<file path="config.mk">
export PLATFORM = sky130hd
export DESIGN_NAME = tcw_controller
export DESIGN_NICKNAME = d
export VERILOG_FILES = /design/src/sv/tcw_pkg.sv /design/src/sv/tcw_controller.sv
export VERILOG_INCLUDE_DIRS = /design/src /design/src/sv
export SDC_FILE = /design/constraint.sdc
export NUM_CORES = 1
export LEC_CHECK = 0
export BUFFER_PORTS_ARGS = -buffer_cell sky130_fd_sc_hd__buf_2
export CORE_AREA = 2 2 39 41
export CTS_BUF_LIST = sky130_fd_sc_hd__clkbuf_16
export DETAILED_ROUTE_END_ITERATION = 7
export DIE_AREA = 0 0 41 43
export PLACE_DENSITY = 0.45
export SYNTH_ARGS = -nofsm -noshare
export SYNTH_HDL_FRONTEND = slang
export SYNTH_SLANG_ARGS = --single-unit
</file>
<file path="constraint.sdc">
create_clock -name clk -period 1.2 [get_ports clk]
set_clock_uncertainty 0.05 [all_clocks]
set_input_delay 0.06 -clock clk [delete_from_list [all_inputs] [get_ports clk]]
set_output_delay 0.06 -clock clk [all_outputs]
set_load 0.01 [all_outputs]
</file>
<file path="src/sv/text_console_writer_unit_defines.svh">
// assertion macros shared by the console writer modules
// depends on clk and rst being visible in the module that uses them
`ifndef TEXT_CONSOLE_WRITER_UNIT_DEFINES_SVH
`define TEXT_CONSOLE_WRITER_UNIT_DEFINES_SVH

// same-cycle implication, checked out of reset
`define TCW_ASSERT_NOW(label, ante, cons) \
  label: assert property (@(posedge clk) disable iff (rst) (ante) |-> (cons)) \
    else $error("console writer check failed");

// next-cycle implication, checked out of reset
`define TCW_ASSERT_NEXT(label, ante, cons) \
  label: assert property (@(posedge clk) disable iff (rst) (ante) |=> (cons)) \
    else $error("console writer check failed");

`endif

</file>
<file path="src/sv/tcw_pkg.sv">
// shared constants, codes and controller/datapath interface types
// for the text console writer; no dependencies
package tcw_pkg;

  // screen geometry
  localparam int COLUMNS    = 80;
  localparam int ROWS       = 25;
  localparam int CELL_COUNT = COLUMNS * ROWS;
  localparam int COPY_COUNT = CELL_COUNT - COLUMNS;

  // field widths
  localparam int COL_W  = 7;
  localparam int ROW_W  = 5;
  localparam int ADDR_W = 11;
  localparam int ATTR_W = 8;
  localparam int CHAR_W = 8;
  localparam int WORD_W = 16;

  // attribute after reset
  localparam logic [ATTR_W-1:0] ATTR_RESET = 8'd32;

  // control characters and blank
  localparam logic [CHAR_W-1:0] CH_NEWLINE = 8'd10;
  localparam logic [CHAR_W-1:0] CH_RETURN  = 8'd13;
  localparam logic [CHAR_W-1:0] CH_TAB     = 8'd9;
  localparam logic [CHAR_W-1:0] CH_BLANK   = 8'd32;
  localparam int TAB_STOP = 4;

  // operation codes
  typedef enum logic [1:0] {
    OP_PUT   = 2'd0,
    OP_CLEAR = 2'd1,
    OP_READ  = 2'd2
  } op_t;

  // what a sweep over the store writes
  typedef enum logic [1:0] {
    SW_ZERO   = 2'd0,
    SW_BLANK  = 2'd1,
    SW_SCROLL = 2'd2
  } sweep_kind_t;

  // controller to datapath
  typedef struct packed {
    logic        capture;
    logic        exec;
    logic        sweep_start;
    sweep_kind_t sweep_kind;
    logic        sweep_step;
    logic        load_out;
  } tcw_cmd_t;

  // datapath to controller
  typedef struct packed {
    op_t  op;
    logic put_scroll;
    logic sweep_last;
    logic out_free;
  } tcw_stat_t;

endpackage

</file>
<file path="src/sv/tcw_controller.sv">
// controller of the text console writer: sequences request capture,
// execution, store sweeps and result hand-off; uses tcw_pkg and the defines header
`include "text_console_writer_unit_defines.svh"

module tcw_controller (
  input  logic               clk,
  input  logic               rst,
  input  logic               in_valid,
  output logic               in_ready,
  input  tcw_pkg::tcw_stat_t stat,
  output tcw_pkg::tcw_cmd_t  cmd
);

  typedef enum logic [2:0] {
    S_SWEEP,
    S_TAIL,
    S_IDLE,
    S_EXEC,
    S_FINISH
  } state_t;

  state_t state;
  state_t state_next;
  logic   boot;
  logic   boot_next;

  assign in_ready = (state == S_IDLE);

  // next state and commands
  always_comb begin
    state_next = state;
    boot_next  = boot;
    cmd        = '0;
    case (state)
      S_IDLE: begin
        if (in_valid) begin
          cmd.capture = 1'b1;
          state_next  = S_EXEC;
        end
      end
      S_EXEC: begin
        cmd.exec = 1'b1;
        if (stat.op == tcw_pkg::OP_CLEAR) begin
          cmd.sweep_start = 1'b1;
          cmd.sweep_kind  = tcw_pkg::SW_BLANK;
          state_next      = S_SWEEP;
        end else if (stat.op == tcw_pkg::OP_PUT && stat.put_scroll) begin
          cmd.sweep_start = 1'b1;
          cmd.sweep_kind  = tcw_pkg::SW_SCROLL;
          state_next      = S_SWEEP;
        end else if (stat.out_free) begin
          cmd.load_out = 1'b1;
          state_next   = S_IDLE;
        end else begin
          state_next = S_FINISH;
        end
      end
      S_SWEEP: begin
        cmd.sweep_step = 1'b1;
        if (stat.sweep_last) begin
          state_next = S_TAIL;
        end
      end
      S_TAIL: begin
        // last sweep write lands this cycle
        if (boot) begin
          boot_next  = 1'b0;
          state_next = S_IDLE;
        end else if (stat.out_free) begin
          cmd.load_out = 1'b1;
          state_next   = S_IDLE;
        end else begin
          state_next = S_FINISH;
        end
      end
      S_FINISH: begin
        if (stat.out_free) begin
          cmd.load_out = 1'b1;
          state_next   = S_IDLE;
        end
      end
      default: begin
        state_next = S_IDLE;
      end
    endcase
  end

  // state register; reset starts the zeroing sweep
  always_ff @(posedge clk) begin
    if (rst) begin
      state <= S_SWEEP;
      boot  <= 1'b1;
    end else begin
      state <= state_next;
      boot  <= boot_next;
    end
  end

  // checks
  `TCW_ASSERT_NOW(a_load_when_free, cmd.load_out, stat.out_free)
  `TCW_ASSERT_NOW(a_sweep_from_exec, cmd.sweep_start, cmd.exec)
  `TCW_ASSERT_NEXT(a_capture_then_exec, cmd.capture, cmd.exec)

endmodule

</file>
# After elaboration in Yosys (flattened, before gate mapping)
# Index checks and enable logic that the tools add are counted.
# classes
eq_ne,8
muxes,19
n_reduce_logical,4
# op_table
cell,count
3-bit 2-to-1 mux,9
3-bit case mux with 5 select lines,1
1-bit 2-to-1 mux,7
"3-bit by 2-bit == test with 1-bit output, second input constant",2
"2-bit != test, second input constant",3
4-bit 2-to-1 mux,1
"3-bit by 1-bit == test with 1-bit output, second input constant",1
"3-bit == test, second input constant",1
3-bit logical NOT,1
1-bit case mux with 3 select lines,1
3-bit AND reduction,1
"2-bit by 1-bit == test with 1-bit output, second input constant",1
2-bit logical NOT,1
1-bit logical AND,1
# word_totals
register_bits,4
input_bits,8
output_inout_bits,8
wordCells,33

# Depth between registers and ports, before layout
# logic_depth
word_depth,5
depth_mapped,4
depth_no_buf,3

# Worst setup path before layout
# Ideal clock, no wire load.
# synth_path
kind,register -> output
from,register state[0]
to,output port cmd[3] (netlist bit)
arrival_time_ps,1061
required_time_ps,1090
path_slack_ps,29
stages_incl_launch_ff,5
n_path_buf,1
cell_sequence,dfxtp_1 buf_2 and2b_1 nand3b_1 nor3b_1
# synth_lines
item,line,text
"start, declared",tcw_controller.sv:22,state_t state;
"start signal, assigned",tcw_controller.sv:94,state <= state_next;
"end, declared",tcw_controller.sv:11,output tcw_pkg::tcw_cmd_t cmd

==> reports/qor.yml <==
status: "finished, violations left"
violations: "setup timing"
netSwitchingFraction: 0.215
worstHoldPathType: "in -> reg"
worst_r2r_endpoint: "state[0]"
netlist-cell-type-count: 23
dieArea_um2: 1760
grt_first_pass_wirelength_mm: 1.31
power.density_nw_per_um2: 1570
critPathMaxStageDelay_ps: 370
drt_iter0_markers: 0
postSynthRegisterBits: 4
timing_worst_setup_path_type: "reg -> out"
yosys.area_share.adder: 0
timing.final.hold_violations: 0
share_clk_of_total_power: 0.626
instances_no_fill: 74
synth_top_family_by_area: "simple AND/OR/NAND/NOR gates"
die-height_um: 43
max-clock-path-buffers: 2
synth_warnings: 0
tritoncts: "built"
post-route-period-util: 1.14
reg2regPathDepth: 2
coreArea_um2: 1380
regToRegStartpoint: "state[1]"
required_ps: 1090
firstDrtPassIters: 1
comb_power_share: 0.174
initial_utilization: 0.203
netlist_area_um2: 282
rsz0062_at_grt: "true"
worst-endpoint-arrival_ps: 1250
nFillCells: 150
postSynthCellCount: 35
netSwitchingPower_uw: 180
finalSetupViolations: 4
critical_path_buf_inv_count: 2
routed_wirelength_um: 779
globalplace.congestion: 0.624
xor_xnor_portion_of_the_synthesized_cell_area: 0
tritoncts_num_sinks: 4
min_delay_worst_endpoint: "state[2]"
fmax_mhz: 733
synth_mux_area_frac: 0.0356
timing_max_transition_violations_final: 0
num_vias: 341
synth_top_cell_area_share: 0.284
p_total_uw: 837
buffer_ports.inserted: 15
syn2layout_area_growth_pct: 89.3
cellLeakagePower_uw: 0.000255
timing.hold.worst_path_depth: 2
dp_slack_ps: 2.34
sequentialPowerShare: 0.200
vdd_ir_drop_max_mv: 0.388
grt_max_degree: 12
critical_path.startpoint_type: "flip-flop"
hold_start: "rst"
worst_setup_hold_path_clk_slew_ps: 30
worstPathMaxFanout: 4
synth_seq_area_share: 0.284
antenna_cells: 0
setup.worst_path.end_class: "output port"
grt_util_all_layers: 0.111
worst_skew_pair.late_latency_ps: 230
synthSimpleGateAreaFrac: 0.351
critical_path.cell_chain: "inv_2, or3_4, a21boi_1, buf_2"
hpwlAfterDp_um: 568
finalWorstPathRequiredPeriod_ps: 1360
max_slew_margin: 0.768
synth_compound_gate_area_share: 0.253
avgRoutedWirePerCell_um: 10.5
cts-buffers-inserted: 3
synth_nets: 43
first_global_vias: 309
design.portCount: 16
root_buffer: "sky130_fd_sc_hd__clkbuf_16"
tightestPinTransition_ps: 340
p_int_uw: 657
postSynthAreaPerCell_um2: 8.04
num_rows: 14
global_route.overflow_total: 0
drtAntennaViolNets: 0
layout.nets: 68
drcViolationCount: 0
reg2reg_setup_slack_ps: 80
synth.area.top_cells: "sky130_fd_sc_hd__dfxtp_1, sky130_fd_sc_hd__nor3b_1, sky130_fd_sc_hd__a211oi_2"
viasPerCell: 4.61
timing.final.ws_setup_ps: -165
placedCellCount: 69
cp_slowest_cell: "sky130_fd_sc_hd__or3_4"
clock_tree.htree_level_count: 1
setup_total_negative_slack_ps: -446
die_w_um: 41
yosys.area.top_type: "sky130_fd_sc_hd__dfxtp_1"
drv.max_cap_violation_count: 0
crit_family: "simple AND/OR/NAND/NOR gates"
antenna_found_initial: 0
hold-worst-slack_ps: 0.704
final_layout_size_suffix_gt1_frac: 0.603
placed cells by master (no fill, tap or decap), drive strengths merged:
cell type / n
a2111oi: 2
a211oi: 1
a21boi: 1
a311oi: 1
and2: 2
and2b: 1
buf: 21
clkbuf: 3
dfxtp: 4
dlygate4sd3: 1
inv: 3
mux2i: 1
nand2: 1
nand2b: 2
nand3b: 1
nor2: 3
nor2b: 2
nor3: 2
nor3b: 2
o211ai: 1
o21bai: 1
o221ai: 1
or3: 1
state kept, by name (all words and copies together), names as in the netlist:
signal and cells:
state 3, boot 1
metrics by stage:
| step | util | cell area [um2] |
|---|---|---|
| 5_1_grt | 0.385 | 533 |
| 3_3_place_gp | 0.292 | 404 |
| 6_report | 0.385 | 533 |
| 4_1_cts | 0.368 | 509 |
| 3_5_place_dp | 0.292 | 404 |
| 2_1_floorplan | - | 282 |
what timing repair did:
action                                  in CTS  in global routing
gates cloned                                 0                  0
hold buffers                                 1                  0
gates resized for setup                      6                  5
endpoints found under the setup margin       9                  8
endpoints found under the hold margin        1                  0
pin swaps                                    2                  1
buffers inserted                             1                  0
kinds of logic after synthesis:
group | Yosys count
AOI/OAI and AO/OA | 8
muxes | 1
DFF | 4
and+or+nand+nor | 17
buffers and inverters | 5
final cells by class:
class	count	area, um2	area share
inverter	3	11.3	0.0211
sequential	4	86.3	0.162
timing repair buffer	22	134	0.251
tap	16	20.0	0.0376
multi-input combinational	26	206	0.387
clock buffer	3	75.1	0.141
metal layers:
metal / track usage / up-vias / routed length, um
li1: - / 174 / -
met2: 0.147 / 15 / 365
met4: 0.0800 / 0 / 17
met5: 0 / - / 0
met1: 0.147 / 149 / 335
met3: 0.0314 / 3 / 61
Yosys cell counts, drive strengths merged:
cell	n
and2	2
o211ai	1
a21boi	1
mux2i	1
nor2	3
nand2b	2
or3	1
nor2b	2
o221ai	1
nand2	1
nand3b	1
o21bai	1
buf	2
a211oi	1
inv	3
nor3	2
dfxtp	4
nor3b	2
a2111oi	2
and2b	1
a311oi	1
worst max-delay path by stage:
stage / from / endpoint / cells past startpoint
after floorplan: state[0] / cmd[3] / 4
after global placement: state[1] / state[1] / 4
after detailed placement: state[1] / state[1] / 4
after CTS: state[2] / cmd[0] / 4
after global routing: state[2] / cmd[0] / 4
final: state[2] / cmd[0] / 4
power by group through the flow:
| stage | sequential [uW] | combinational, uW | clock (uW) |
|---|---|---|---|
| after CTS | 166 | 137 | 530 |
| after global routing | 171 | 166 | 538 |
| final | 167 | 146 | 524 |
| after floorplan | 153 | 80.7 | 0 |
| after detailed placement | 166 | 127 | 0 |
| after global placement | 165 | 128 | 0 |
(Power assumes the default switching activity.)
